===== config.mk =====
export PLATFORM = sky130hd
export DESIGN_NAME = sorted_list_insert_delete_top
export DESIGN_NICKNAME = d
export VERILOG_FILES = /design/src/sli_pkg.sv /design/src/sli_dpath.sv /design/src/sli_ctrl.sv /design/src/sorted_list_insert_delete_top.sv
export SDC_FILE = /design/constraint.sdc
export NUM_CORES = 1
export LEC_CHECK = 0
export BUFFER_PORTS_ARGS = -buffer_cell sky130_fd_sc_hd__buf_2
export CELL_PAD_IN_SITES_DETAIL_PLACEMENT = 0
export CELL_PAD_IN_SITES_GLOBAL_PLACEMENT = 1
export CORE_AREA = 2 2 213 257
export CTS_BUF_LIST = sky130_fd_sc_hd__clkbuf_4
export CTS_CLUSTER_SIZE = 14
export DETAILED_ROUTE_END_ITERATION = 8
export DIE_AREA = 0 0 215 259
export MAX_ROUTING_LAYER = met4
export PLACE_DENSITY_LB_ADDON = 0.1
export SETUP_SLACK_MARGIN = 0.4
export SLEW_MARGIN = 40
export SYNTH_ARGS = -nofsm -noshare
export SYNTH_HDL_FRONTEND = slang
export SYNTH_SLANG_ARGS = --single-unit

===== constraint.sdc =====
create_clock -name clk -period 4.8 [get_ports clk]
set_clock_uncertainty 0.05 [all_clocks]
set_input_delay 0.48 -clock clk [delete_from_list [all_inputs] [get_ports clk]]
set_output_delay 0.48 -clock clk [all_outputs]
set_load 0.05 [all_outputs]

===== src/sli_pkg.sv =====
// ----------------------------------------------------------------------------
// Sorted list package
// Shared constants, command codes and controller/datapath interface types
// for the sorted list block.
// ----------------------------------------------------------------------------
`default_nettype none

package sli_pkg;

  // Default capacity of the list.
  localparam int unsigned SLI_DEPTH = 16;

  // Field widths of one input item and one result item.
  localparam int unsigned CMD_W   = 2;
  localparam int unsigned VALUE_W = 32;
  localparam int unsigned COUNT_W = 5;

  // Stream data widths, padded up to whole bytes.
  localparam int unsigned IN_TDATA_W  = 40;
  localparam int unsigned OUT_TDATA_W = 40;

  // Operation codes carried in the cmd field.
  localparam logic [CMD_W-1:0] CMD_INSERT  = 2'd0;
  localparam logic [CMD_W-1:0] CMD_POP_MAX = 2'd1;
  localparam logic [CMD_W-1:0] CMD_DELETE  = 2'd2;

  // Index register operations.
  typedef enum logic [2:0] {
    IDX_HOLD,
    IDX_ZERO,
    IDX_USED,
    IDX_INC,
    IDX_DEC
  } idx_op_t;

  // Memory read address relative to the index register.
  typedef enum logic [1:0] {
    RD_PREV,
    RD_CUR,
    RD_NEXT
  } rd_sel_t;

  // Memory write data source.
  typedef enum logic {
    WR_VALUE,
    WR_RDATA
  } wr_sel_t;

  // Fill count operations.
  typedef enum logic [1:0] {
    USED_HOLD,
    USED_INC,
    USED_DEC
  } used_op_t;

  // Commands from the controller to the datapath.
  typedef struct packed {
    logic     load_in;
    idx_op_t  idx_op;
    logic     rd_en;
    rd_sel_t  rd_sel;
    logic     wr_en;
    wr_sel_t  wr_sel;
    used_op_t used_op;
    logic     res_set;
    logic     res_ok;
    logic     res_take_rd;
    logic     out_load;
  } sli_cmd_t;

  // Status from the datapath to the controller.
  typedef struct packed {
    logic full;
    logic empty;
    logic idx_zero;
    logic idx_eq_used;
    logic idx_last;
    logic rd_gt_val;
    logic rd_eq_val;
  } sli_stat_t;

endpackage : sli_pkg

`default_nettype wire


===== src/sli_dpath.sv =====
// ----------------------------------------------------------------------------
// Sorted list datapath
// Entry memory, index and fill count registers, comparators and the
// result and output payload registers.
// ----------------------------------------------------------------------------
`default_nettype none

module sli_dpath
  import sli_pkg::*;
#(
  parameter int unsigned DEPTH = SLI_DEPTH
) (
  input  wire logic                      clk,
  input  wire logic                      rst_n,
  input  wire logic signed [VALUE_W-1:0] in_value,
  input  wire sli_cmd_t                  cmd,
  output sli_stat_t                      stat,
  output logic                           out_ok,
  output logic signed [VALUE_W-1:0]      out_removed_value,
  output logic [COUNT_W-1:0]             out_count
);

  localparam int unsigned AW = $clog2(DEPTH);
  localparam int unsigned CW = $clog2(DEPTH + 1);

  // Entry memory, one write and one registered read port.
  logic signed [VALUE_W-1:0] mem [DEPTH];
  logic signed [VALUE_W-1:0] rd_data_r;

  logic signed [VALUE_W-1:0] value_r;
  logic [CW-1:0]             idx_r;
  logic [CW-1:0]             idx_nxt;
  logic [CW-1:0]             used_r;
  logic [CW-1:0]             used_nxt;
  logic                      res_ok_r;
  logic signed [VALUE_W-1:0] res_removed_r;
  logic [CW-1:0]             rd_addr;
  logic signed [VALUE_W-1:0] wr_data;
  logic [CW:0]               idx_p1;
  logic [CW+COUNT_W-1:0]     used_ext;

  assign idx_p1   = {1'b0, idx_r} + {{CW{1'b0}}, 1'b1};
  assign used_ext = {{COUNT_W{1'b0}}, used_r};

  // Read address and write data selection.
  always_comb begin
    unique case (cmd.rd_sel)
      RD_PREV: rd_addr = idx_r - {{(CW-1){1'b0}}, 1'b1};
      RD_CUR:  rd_addr = idx_r;
      RD_NEXT: rd_addr = idx_p1[CW-1:0];
      default: rd_addr = idx_r;
    endcase
    unique case (cmd.wr_sel)
      WR_VALUE: wr_data = value_r;
      WR_RDATA: wr_data = rd_data_r;
      default:  wr_data = value_r;
    endcase
  end

  // Memory access.
  always_ff @(posedge clk) begin
    if (cmd.wr_en) begin
      mem[idx_r[AW-1:0]] <= wr_data;
    end
    if (cmd.rd_en) begin
      rd_data_r <= mem[rd_addr[AW-1:0]];
    end
  end

  // Next index and fill count.
  always_comb begin
    unique case (cmd.idx_op)
      IDX_HOLD: idx_nxt = idx_r;
      IDX_ZERO: idx_nxt = '0;
      IDX_USED: idx_nxt = used_r;
      IDX_INC:  idx_nxt = idx_p1[CW-1:0];
      IDX_DEC:  idx_nxt = idx_r - {{(CW-1){1'b0}}, 1'b1};
      default:  idx_nxt = idx_r;
    endcase
    unique case (cmd.used_op)
      USED_HOLD: used_nxt = used_r;
      USED_INC:  used_nxt = used_r + {{(CW-1){1'b0}}, 1'b1};
      USED_DEC:  used_nxt = used_r - {{(CW-1){1'b0}}, 1'b1};
      default:   used_nxt = used_r;
    endcase
  end

  // The fill count is the only control state here.
  always_ff @(posedge clk) begin
    if (!rst_n) begin
      used_r <= '0;
    end else begin
      used_r <= used_nxt;
    end
  end

  // Payload registers.
  always_ff @(posedge clk) begin
    idx_r <= idx_nxt;
    if (cmd.load_in) begin
      value_r <= in_value;
    end
    if (cmd.res_set) begin
      res_ok_r      <= cmd.res_ok;
      res_removed_r <= cmd.res_take_rd ? rd_data_r : '0;
    end
    if (cmd.out_load) begin
      out_ok            <= res_ok_r;
      out_removed_value <= res_removed_r;
      out_count         <= used_ext[COUNT_W-1:0];
    end
  end

  // Status toward the controller.
  always_comb begin
    stat.full        = (used_r == CW'(DEPTH));
    stat.empty       = (used_r == '0);
    stat.idx_zero    = (idx_r == '0);
    stat.idx_eq_used = (idx_r == used_r);
    stat.idx_last    = (idx_p1 == {1'b0, used_r});
    stat.rd_gt_val   = (rd_data_r > value_r);
    stat.rd_eq_val   = (rd_data_r == value_r);
  end

endmodule : sli_dpath

`default_nettype wire


===== src/sli_ctrl.sv =====
// ----------------------------------------------------------------------------
// Sorted list controller
// Sequences insert, remove-largest and remove-value operations over the
// datapath and owns the output valid flag.
// ----------------------------------------------------------------------------
`default_nettype none

module sli_ctrl
  import sli_pkg::*;
(
  input  wire logic             clk,
  input  wire logic             rst_n,
  input  wire logic             in_tvalid,
  output logic                  in_tready,
  input  wire logic [CMD_W-1:0] in_cmd,
  output logic                  out_tvalid,
  input  wire logic             out_tready,
  input  wire sli_stat_t        stat,
  output sli_cmd_t              cmd
);

  typedef enum logic [3:0] {
    ST_IDLE,
    ST_INS_RD,
    ST_INS_CMP,
    ST_POP_RD,
    ST_POP_CMP,
    ST_DEL_RD,
    ST_DEL_CMP,
    ST_SH_RD,
    ST_SH_WR,
    ST_FINISH
  } state_t;

  state_t state_r;
  state_t state_nxt;
  logic   out_valid_r;
  logic   out_valid_nxt;

  assign in_tready  = (state_r == ST_IDLE);
  assign out_tvalid = out_valid_r;

  // Next state and datapath commands.
  always_comb begin
    state_nxt     = state_r;
    out_valid_nxt = out_valid_r && !out_tready;
    cmd           = '0;
    cmd.idx_op    = IDX_HOLD;
    cmd.rd_sel    = RD_CUR;
    cmd.wr_sel    = WR_VALUE;
    cmd.used_op   = USED_HOLD;
    unique case (state_r)
      ST_IDLE: begin
        if (in_tvalid) begin
          cmd.load_in = 1'b1;
          priority if (in_cmd == CMD_INSERT) begin
            if (stat.full) begin
              cmd.res_set = 1'b1;
              state_nxt   = ST_FINISH;
            end else begin
              cmd.idx_op = IDX_USED;
              state_nxt  = ST_INS_RD;
            end
          end else if (in_cmd == CMD_POP_MAX) begin
            if (stat.empty) begin
              cmd.res_set = 1'b1;
              state_nxt   = ST_FINISH;
            end else begin
              cmd.idx_op = IDX_USED;
              state_nxt  = ST_POP_RD;
            end
          end else if (in_cmd == CMD_DELETE) begin
            cmd.idx_op = IDX_ZERO;
            state_nxt  = ST_DEL_RD;
          end else begin
            // Unused code: report failure, list untouched.
            cmd.res_set = 1'b1;
            state_nxt   = ST_FINISH;
          end
        end
      end
      // Insert walks down from the top, moving larger entries up by one.
      ST_INS_RD: begin
        if (stat.idx_zero) begin
          cmd.wr_en   = 1'b1;
          cmd.used_op = USED_INC;
          cmd.res_set = 1'b1;
          cmd.res_ok  = 1'b1;
          state_nxt   = ST_FINISH;
        end else begin
          cmd.rd_en  = 1'b1;
          cmd.rd_sel = RD_PREV;
          state_nxt  = ST_INS_CMP;
        end
      end
      ST_INS_CMP: begin
        cmd.wr_en = 1'b1;
        if (stat.rd_gt_val) begin
          cmd.wr_sel = WR_RDATA;
          cmd.idx_op = IDX_DEC;
          state_nxt  = ST_INS_RD;
        end else begin
          cmd.used_op = USED_INC;
          cmd.res_set = 1'b1;
          cmd.res_ok  = 1'b1;
          state_nxt   = ST_FINISH;
        end
      end
      // Remove-largest reads the last entry.
      ST_POP_RD: begin
        cmd.rd_en  = 1'b1;
        cmd.rd_sel = RD_PREV;
        state_nxt  = ST_POP_CMP;
      end
      ST_POP_CMP: begin
        cmd.used_op     = USED_DEC;
        cmd.res_set     = 1'b1;
        cmd.res_ok      = 1'b1;
        cmd.res_take_rd = 1'b1;
        state_nxt       = ST_FINISH;
      end
      // Remove-value scans up from the bottom for the first match.
      ST_DEL_RD: begin
        if (stat.idx_eq_used) begin
          cmd.res_set = 1'b1;
          state_nxt   = ST_FINISH;
        end else begin
          cmd.rd_en  = 1'b1;
          cmd.rd_sel = RD_CUR;
          state_nxt  = ST_DEL_CMP;
        end
      end
      ST_DEL_CMP: begin
        if (stat.rd_eq_val) begin
          state_nxt = ST_SH_RD;
        end else begin
          cmd.idx_op = IDX_INC;
          state_nxt  = ST_DEL_RD;
        end
      end
      // Close the gap by moving later entries down by one.
      ST_SH_RD: begin
        if (stat.idx_last) begin
          cmd.used_op = USED_DEC;
          cmd.res_set = 1'b1;
          cmd.res_ok  = 1'b1;
          state_nxt   = ST_FINISH;
        end else begin
          cmd.rd_en  = 1'b1;
          cmd.rd_sel = RD_NEXT;
          state_nxt  = ST_SH_WR;
        end
      end
      ST_SH_WR: begin
        cmd.wr_en  = 1'b1;
        cmd.wr_sel = WR_RDATA;
        cmd.idx_op = IDX_INC;
        state_nxt  = ST_SH_RD;
      end
      // Hand the result to the output register once it is free.
      ST_FINISH: begin
        if (!out_valid_r || out_tready) begin
          cmd.out_load  = 1'b1;
          out_valid_nxt = 1'b1;
          state_nxt     = ST_IDLE;
        end
      end
      default: begin
        state_nxt = ST_IDLE;
      end
    endcase
  end

  // State and output valid.
  always_ff @(posedge clk) begin
    if (!rst_n) begin
      state_r     <= ST_IDLE;
      out_valid_r <= 1'b0;
    end else begin
      state_r     <= state_nxt;
      out_valid_r <= out_valid_nxt;
    end
  end

endmodule : sli_ctrl

`default_nettype wire


===== src/sorted_list_insert_delete_top.sv =====
// Insert moves each larger entry up by one from the top, then writes the value; remove-largest
// reads the last entry; remove-value scans up from the bottom for the first match, then moves
// each later entry down by one. A rejected insert, a pop of an empty list and the unused code
// go straight to the result. The sequencer works one item at a time over the single entry
// memory port pair. A result waits in the output register while the next item is accepted.
// Reset (synchronous, active low) empties the list; no clearing pass.
// ----------------------------------------------------------------------------
// Sorted list top level
// Fixed-capacity ascending list of signed values with insert, remove-largest
// and remove-value operations on stream channels.
// ----------------------------------------------------------------------------
`default_nettype none

module sorted_list_insert_delete_top
  import sli_pkg::*;
#(
  parameter int unsigned DEPTH = SLI_DEPTH
) (
  input  wire logic                   clk,
  input  wire logic                   rst_n,
  input  wire logic                   in_tvalid,
  output logic                        in_tready,
  // [1:0] cmd, [33:2] value, [39:34] zero
  input  wire logic [IN_TDATA_W-1:0]  in_tdata,
  output logic                        out_tvalid,
  input  wire logic                   out_tready,
  // [0] ok, [32:1] removed_value, [37:33] count, [39:38] zero
  output logic [OUT_TDATA_W-1:0]      out_tdata
);

  sli_cmd_t                  cmd;
  sli_stat_t                 stat;
  logic [CMD_W-1:0]          in_cmd;
  logic signed [VALUE_W-1:0] in_value;
  logic                      out_ok;
  logic signed [VALUE_W-1:0] out_removed_value;
  logic [COUNT_W-1:0]        out_count;

  // Unpack input fields.
  assign in_cmd   = in_tdata[CMD_W-1:0];
  assign in_value = in_tdata[CMD_W+VALUE_W-1:CMD_W];

  // Pack result fields.
  assign out_tdata = {{(OUT_TDATA_W-1-VALUE_W-COUNT_W){1'b0}},
                      out_count, out_removed_value, out_ok};

  sli_ctrl u_ctrl (
    .clk        (clk),
    .rst_n      (rst_n),
    .in_tvalid  (in_tvalid),
    .in_tready  (in_tready),
    .in_cmd     (in_cmd),
    .out_tvalid (out_tvalid),
    .out_tready (out_tready),
    .stat       (stat),
    .cmd        (cmd)
  );

  sli_dpath #(
    .DEPTH (DEPTH)
  ) u_dpath (
    .clk               (clk),
    .rst_n             (rst_n),
    .in_value          (in_value),
    .cmd               (cmd),
    .stat              (stat),
    .out_ok            (out_ok),
    .out_removed_value (out_removed_value),
    .out_count         (out_count)
  );

endmodule : sorted_list_insert_delete_top

`default_nettype wire


======== Yosys cells after proc, flatten, opt, wreduce, memory -nomap -nowiden ========
Memory sizes are Yosys's and may differ from the RTL's. A register that Yosys moved wholly into a read port is not among the register bits.
Index checks and enable logic that the tools add are counted.
storage, ports and cells
  register bits ........................... 118
  RAM bits ................................ 512
  input bits .............................. 44
  output and inout port bits .............. 42
  logic and storage cells ................. 109
  memories ................................ 1
operators by class
  add/subtract/negate cells ............... 4
  order comparisons ....................... 1
  equal/unequal tests ..................... 24
  muxes and demuxes ....................... 55
  bitwise operators ....................... 1
  reductions and logical operators ........ 13
memory list
  name         depth  bits a word  read ports  clocked after memory_dff  wr ports  line             RTL
  u_dpath.mem  16     32           1           1                         1         sli_dpath.sv:27  logic signed [VALUE_W-1:0] mem [DEPTH];
operators with widths
  operator                                                               number
  32-bit one-hot mux with 2 select lines                                 1
  4-bit two-way mux                                                      12
  4-bit one-hot mux with 10 select lines                                 1
  32-bit equality test                                                   1
  32-bit > comparator                                                    1
  3-bit two-way mux                                                      8
  3-bit one-hot mux with 4 select lines                                  2
  5-bit one-hot mux with 4 select lines                                  1
  1-bit two-way mux                                                      19
  4-bit by 3-bit equality test with 1-bit output, second input constant  4
  5-bit logical NOT                                                      2
  5-bit one-hot mux with 2 select lines                                  1
  5-bit by 1-bit subtractor with 5-bit output, second input constant     2
  4-bit by 2-bit equality test with 1-bit output, second input constant  2
  4-bit equality test, second input constant                             2
  2-bit two-way mux                                                      4
  2-bit one-hot mux with 4 select lines                                  1
  4-bit one-hot mux with 2 select lines                                  1
  5-bit by 1-bit adder with 6-bit output, second input constant          1
  2-bit equality test, second input constant                             3
  3-bit by 2-bit equality test with 1-bit output, second input constant  2
  6-bit by 5-bit equality test with 1-bit output                         1
  1-bit one-hot mux with 6 select lines                                  1
  5-bit by 1-bit adder with 5-bit output, second input constant          1
  20 further kinds                                                       24

======== Depth between registers and ports, before layout ========
  depth in word-level cells ............... 8
  gate-level depth with buffers ........... 21

======== By module ========
From an unflattened synthesis, not the netlist that was laid out.
second synthesis, totals
  cell total of the unflattened synthesis .. 1,372
  area total of the unflattened synthesis .. 27,069.7 um2
by module, submodules not included
  module                         times used  cells an instance  area an instance (um2)
  sli_dpath                      1           1,275              26,391.6
  sli_ctrl                       1           93                 651.9
  sorted_list_insert_delete_top  1           4                  26.3

======== Least setup slack after synthesis ========
Ideal clock, no wire load.
  kind .................................... reg2reg
  start ................................... register u_dpath.idx_r[0]
  end ..................................... memory u_dpath.mem[0][0], enable pin
  library setup time ...................... 461 ps
  data arrival time ....................... 4,111 ps
  data required time ...................... 4,289 ps
  path slack .............................. 178 ps
  stages on the path, launching flop included .. 10
  buffers on the path ..................... 1
  clock period less this slack ............ 4,622 ps
  cell sequence ........................... edfxtp_1 -> buf_2 -> inv_1 -> ha_1 -> nor4b_2 -> nor2b_1 -> nand2_1 -> a21oi_1 -> nand2_1 -> nor3_1
between the ends
  cells in the longest elaborated chain, start to end .. 5
RTL lines
  element                                  line              RTL
  start: declaration                       sli_dpath.sv:31   logic [CW-1:0] idx_r;
  start signal: assignment                 sli_dpath.sv:99   idx_r <= idx_nxt;
  5-bit logical NOT                        sli_dpath.sv:118  stat.idx_zero = (idx_r == '0);
  1-bit two-way mux                        sli_ctrl.sv:84    if (stat.idx_zero) begin
  1-bit one-hot mux with 2 select lines    sli_ctrl.sv:52    unique case (state_r)
  1-bit two-way mux                        sli_dpath.sv:62   if (cmd.wr_en) begin
  1-bit two-way mux (not written as such)  sli_dpath.sv:63   mem[idx_r[AW-1:0]] <= wr_data;
  end: declaration                         sli_dpath.sv:27
Several ways; a longest one is shown, not always the timed one.

======== Final worst setup path ========
  start ................................... register u_dpath.rd_data_r[13], read port of u_dpath.mem
  end ..................................... register u_dpath.used_r[4]
between the ends
  cells in the longest elaborated chain, start to end .. 5
  elaborated cells between the ends (all ways) .. 7
  those cells by class .................... order compare: 1; eq/ne: 2; mux: 3; reduce/logical: 1
RTL lines
  element                                                                                line              RTL
  start: declaration                                                                     sli_dpath.sv:28   logic signed [VALUE_W-1:0] rd_data_r;
  32-bit > comparator *                                                                  sli_dpath.sv:121  stat.rd_gt_val = (rd_data_r > value_r);
  3-bit two-way mux *                                                                    sli_ctrl.sv:98    if (stat.rd_gt_val) begin
  2-bit one-hot mux with 4 select lines *                                                sli_ctrl.sv:52
  2-bit equality test or 2-bit by 1-bit equality test with 1-bit output (tied branches)  sli_dpath.sv:80   unique case (cmd.used_op)
  5-bit one-hot mux with 2 select lines or 2-bit nonzero test (tied branches)            -
  end signal: assignment                                                                 sli_dpath.sv:93   used_r <= used_nxt;
  end: declaration                                                                       sli_dpath.sv:33   logic [CW-1:0] used_r;
Every way passes the cells marked *; elsewhere a longest branch is shown, timed or not.
A chain may end at the register's enable or synchronous reset.

==> results by group <==
Drt
  • Vias post-DR: 13,900
  • Routed len/inst: 25.5 um
  • Post-route ant nets: 0
  • Routed vias/inst: 5.70
  • DRC viols: 0
  • Initial DRT Pass Iterations: 5
  • Total detailed-routing wirelength: 62.3 mm
  • Iteration-0 DRC Markers: 1,059

Power
  • Pint: 14.5 mW
  • Maximum vdd drop: 0.426 mV
  • Power share of the combinational group: 39.6%
  • Lkg Pwr: 10.5 nW
  • Clock Power Share: 20.8%
  • P per Cell Area: 718 nW/um^2
  • Switching pwr: 7.62 mW
  • Total power: 22.1 mW
  • Reg power frac: 39.6%
  • Sw frac: 34.5%

Synthesis
  • Synthesized area: 26,500 sq um
  • Avg Cell Area, Syn: 19.5 sq um
  • Post-synth cell types: 62
  • Post-synthesis instance total: 1,355
  • Post-synthesis async set-or-reset flop share: 0%
  • Top_reg_cell synth: edfxtp_1
  • Register area share after synthesis: 74.8%
  • EDFF count, synth: 652
  • Syn. warnings: 0
  • Synth top area share: 74.0%
  • Flops & latches, synth: 662
  • Synth area leaders: edfxtp_1 74%, mux4_2 11%, a22oi_1 1.9%
  • Most area-hungry cell type in the Yosys netlist: edfxtp_1

Clock network
  • Worst-path clk slew: 60 ps
  • TritonCTS clock tree: built
  • # clock sinks: 662
  • Htree depth: 4
  • Clk buf depth: 3
  • Inserted Clock Buffers: 162
  • Root cell of the clock tree: clkbuf_4
  • Clk_lat worst skew: 1000 ps

Global route
  • Global-route wire length before repair: 91.0 mm
  • Met3 usage: 5.66%
  • Antenna violations before repair: 4
  • M1 GR Usage: 30.0%
  • Vias in the first global route: 14,400
  • GRT Max-Usage Layer: met2
  • Largest net degree at the start of global routing: 39
  • Met2 GRT Util: 37.5%
  • GRT Util Overall: 23.7%
  • Grt ovf: 0

Floorplanning
  • DIE AREA: 55,700 sq um
  • Die W: 215 um
  • Core ar.: 53,300 sq um
  • Initial cell density of the core: 49.6%
  • Boundary pin count: 86
  • Die Ht: 259 um
  • Cell Rows: 93

Timing
  • Setup violators final: 0
  • Setup_tns: 0 ps
  • Min Tclk post-route: 4170 ps
  • Fin crit share: 86.9%
  • Pins Over Slew Limit: 0
  • Unrepaired setup endpoints after global routing: no
  • Slew HR: 46.1%
  • Fmax: 240 MHz
  • Final Hold Fails: 0
  • Slew at the pin closest to its max-slew limit: 806 ps

Layout
  • Final nets: 1,704
  • Multi-input gate area: 6360 sq um
  • Area Growth Syn to Fin: 16.3%
  • Share of cells above drive strength 1: 33.5%
  • Commonest non-fill, non-tap cell in the layout: edfxtp_1
  • FILL cells: 4,198
  • Sequential cell area: 19,800 sq um
  • Most frequent cells in the layout: 652 x edfxtp_1, 235 x clkbuf_4, 128 x mux4_2, 77 x buf_2, 68 x a22oi_1
  • Final Cell Area: 30,800 sq um
  • Fin util: 57.7%

Worst setup path
  • CP required: 5660 ps
  • Crit Path Class: flip-flop to flip-flop
  • FF-to-FF Start: u_dpath.rd_data_r[13]$_DFFE_PP_
  • CP arrival: 5040 ps
  • Crit start category: flip-flop
  • CP Max Fanout: 3
  • Critical path launch point: u_dpath.rd_data_r[13]$_DFFE_PP_
  • Worst setup EP type: flip-flop

Placed design
  • Post-DP HPWL: 31.9 mm
  • Area after DPL: 28,300 sq um
  • Routability congestion estimate: 0.784
  • Port bufs: 77

Job
  • Max-cap check violation count: 0

Min path
  • Hold Crit Class: input port to flip-flop
  • Hold Path Origin: in_tdata[21]

Run status
  • Status: completed
repair_timing:
action | in CTS | in global routing
gates resized for setup | 0 | 7
hold endpoints to repair | 43 | 0
buffers inserted | 0 | 2
hold buffers | 38 | 0
endpoints found under the setup margin | 0 | 2
synthesized netlist by cell type, types with 4 or more instances:
cell / instances
nor2b_1: 14
a22oi_1: 68
nand3_1: 9
dfxtp_1: 10
nor2_1: 34
buf_6: 14
a21boi_0: 4
buf_2: 14
inv_1: 39
edfxtp_1: 652
nand4_1: 9
buf_1: 10
nor3_1: 14
a211oi_1: 5
clkbuf_1: 27
o211ai_1: 5
mux2_2: 33
and2_1: 37
ha_1: 40
nand2b_1: 6
o21ai_0: 19
xnor2_1: 10
a21o_1: 12
xor2_1: 7
a21oi_1: 22
mux4_2: 128
nand2_1: 58
kinds of logic (layout without fill, tap and decap cells):
kind of cell | count (synthesis) | in the layout | synth area share (%)
adder cells (fa/ha/maj) | 40 | 40 | 1.89
flip-flops | 662 | 662 | 74.8
other | 1 | 5 | 0.0142
multiplexers | 164 | 164 | 12.4
AND/OR/NAND/NOR | 199 | 199 | 3.81
AO/OA/AOI/OAI | 162 | 162 | 4.37
XOR/XNOR | 18 | 18 | 0.667
buffers and inverters | 109 | 485 | 2.06
per-layer routing:
| layer | routed length, um | part of all wire (%) |
|---|---|---|
| met2 | 31300 | 50 |
| met3 | 3840 | 6.2 |
| met1 | 25900 | 42 |
| met5 | 0 | 0 |
| met4 | 1350 | 2.2 |
through the flow:
step,hold slack (ps),cells,setup WS (ps)
after floorplan,350,1356,718
after detailed placement,355,2128,433
after global placement,350,2127,425
final,150,2447,627
after global routing,51.5,2447,414
after CTS,28.0,2442,457
critical path, stage by stage (launching register included):
cell and delay, ps:
edfxtp_1 420, ha_1 320, a21o_1 180, a21o_1 160
a21oi_1 240, o21ai_1 230, a2111oi_1 450, buf_4 200
o211ai_1 190, and2_4 220, ha_1 210, xor2_1 140
ha_1 180, a21oi_2 50, nor2b_1 130, o21ai_0 80
a21oi_1 160, nor2_1 70, or3_1 290, a21boi_0 160
power by group through the flow:
stage	Clock [mW]	Sequential, mW	Combinational (mW)
after floorplan	0	8.77	6.10
after detailed placement	0	8.86	8.82
after CTS	4.76	8.74	8.87
after global placement	0	8.83	8.74
final	4.60	8.74	8.75
after global routing	5.04	8.82	9.50
cell type report:
type                       count  share of cell area (%)
clock buffer                 235                    5.74
timing repair buffer         169                    4.97
sequential                   662                    64.3
clock inverter                41                   0.883
tap                          712                    2.90
antenna                        3                  0.0244
inverter                      40                   0.488
multi-input combinational    585                    20.7
sequential cells by signal, indices dropped and copies added, names as in the netlist, 4 cells and up:
name / cells
u_dpath.mem: 512
u_dpath.out_removed_value: 32
u_dpath.idx_r: 5
u_dpath.rd_data_r: 32
u_dpath.used_r: 5
u_dpath.out_count: 5
u_dpath.value_r: 32
u_dpath.res_removed_r: 32
u_ctrl.state_r: 4
path summary, 6_finish.rpt:
| path | slack [ps] | end | cells after the start |
|---|---|---|---|
| max reg2reg | 630 | u_dpath.used_r[4]$_SDFFE_PN0P_ | 19 |
| min reg2reg | 360 | u_dpath.out_removed_value[31]$_DFFE_PP_ | 0 |
| min | 150 | u_dpath.value_r[19]$_DFFE_PP_ | 2 |
| max | 630 | u_dpath.used_r[4]$_SDFFE_PN0P_ | 19 |
Power figures use the tool's default switching activity.
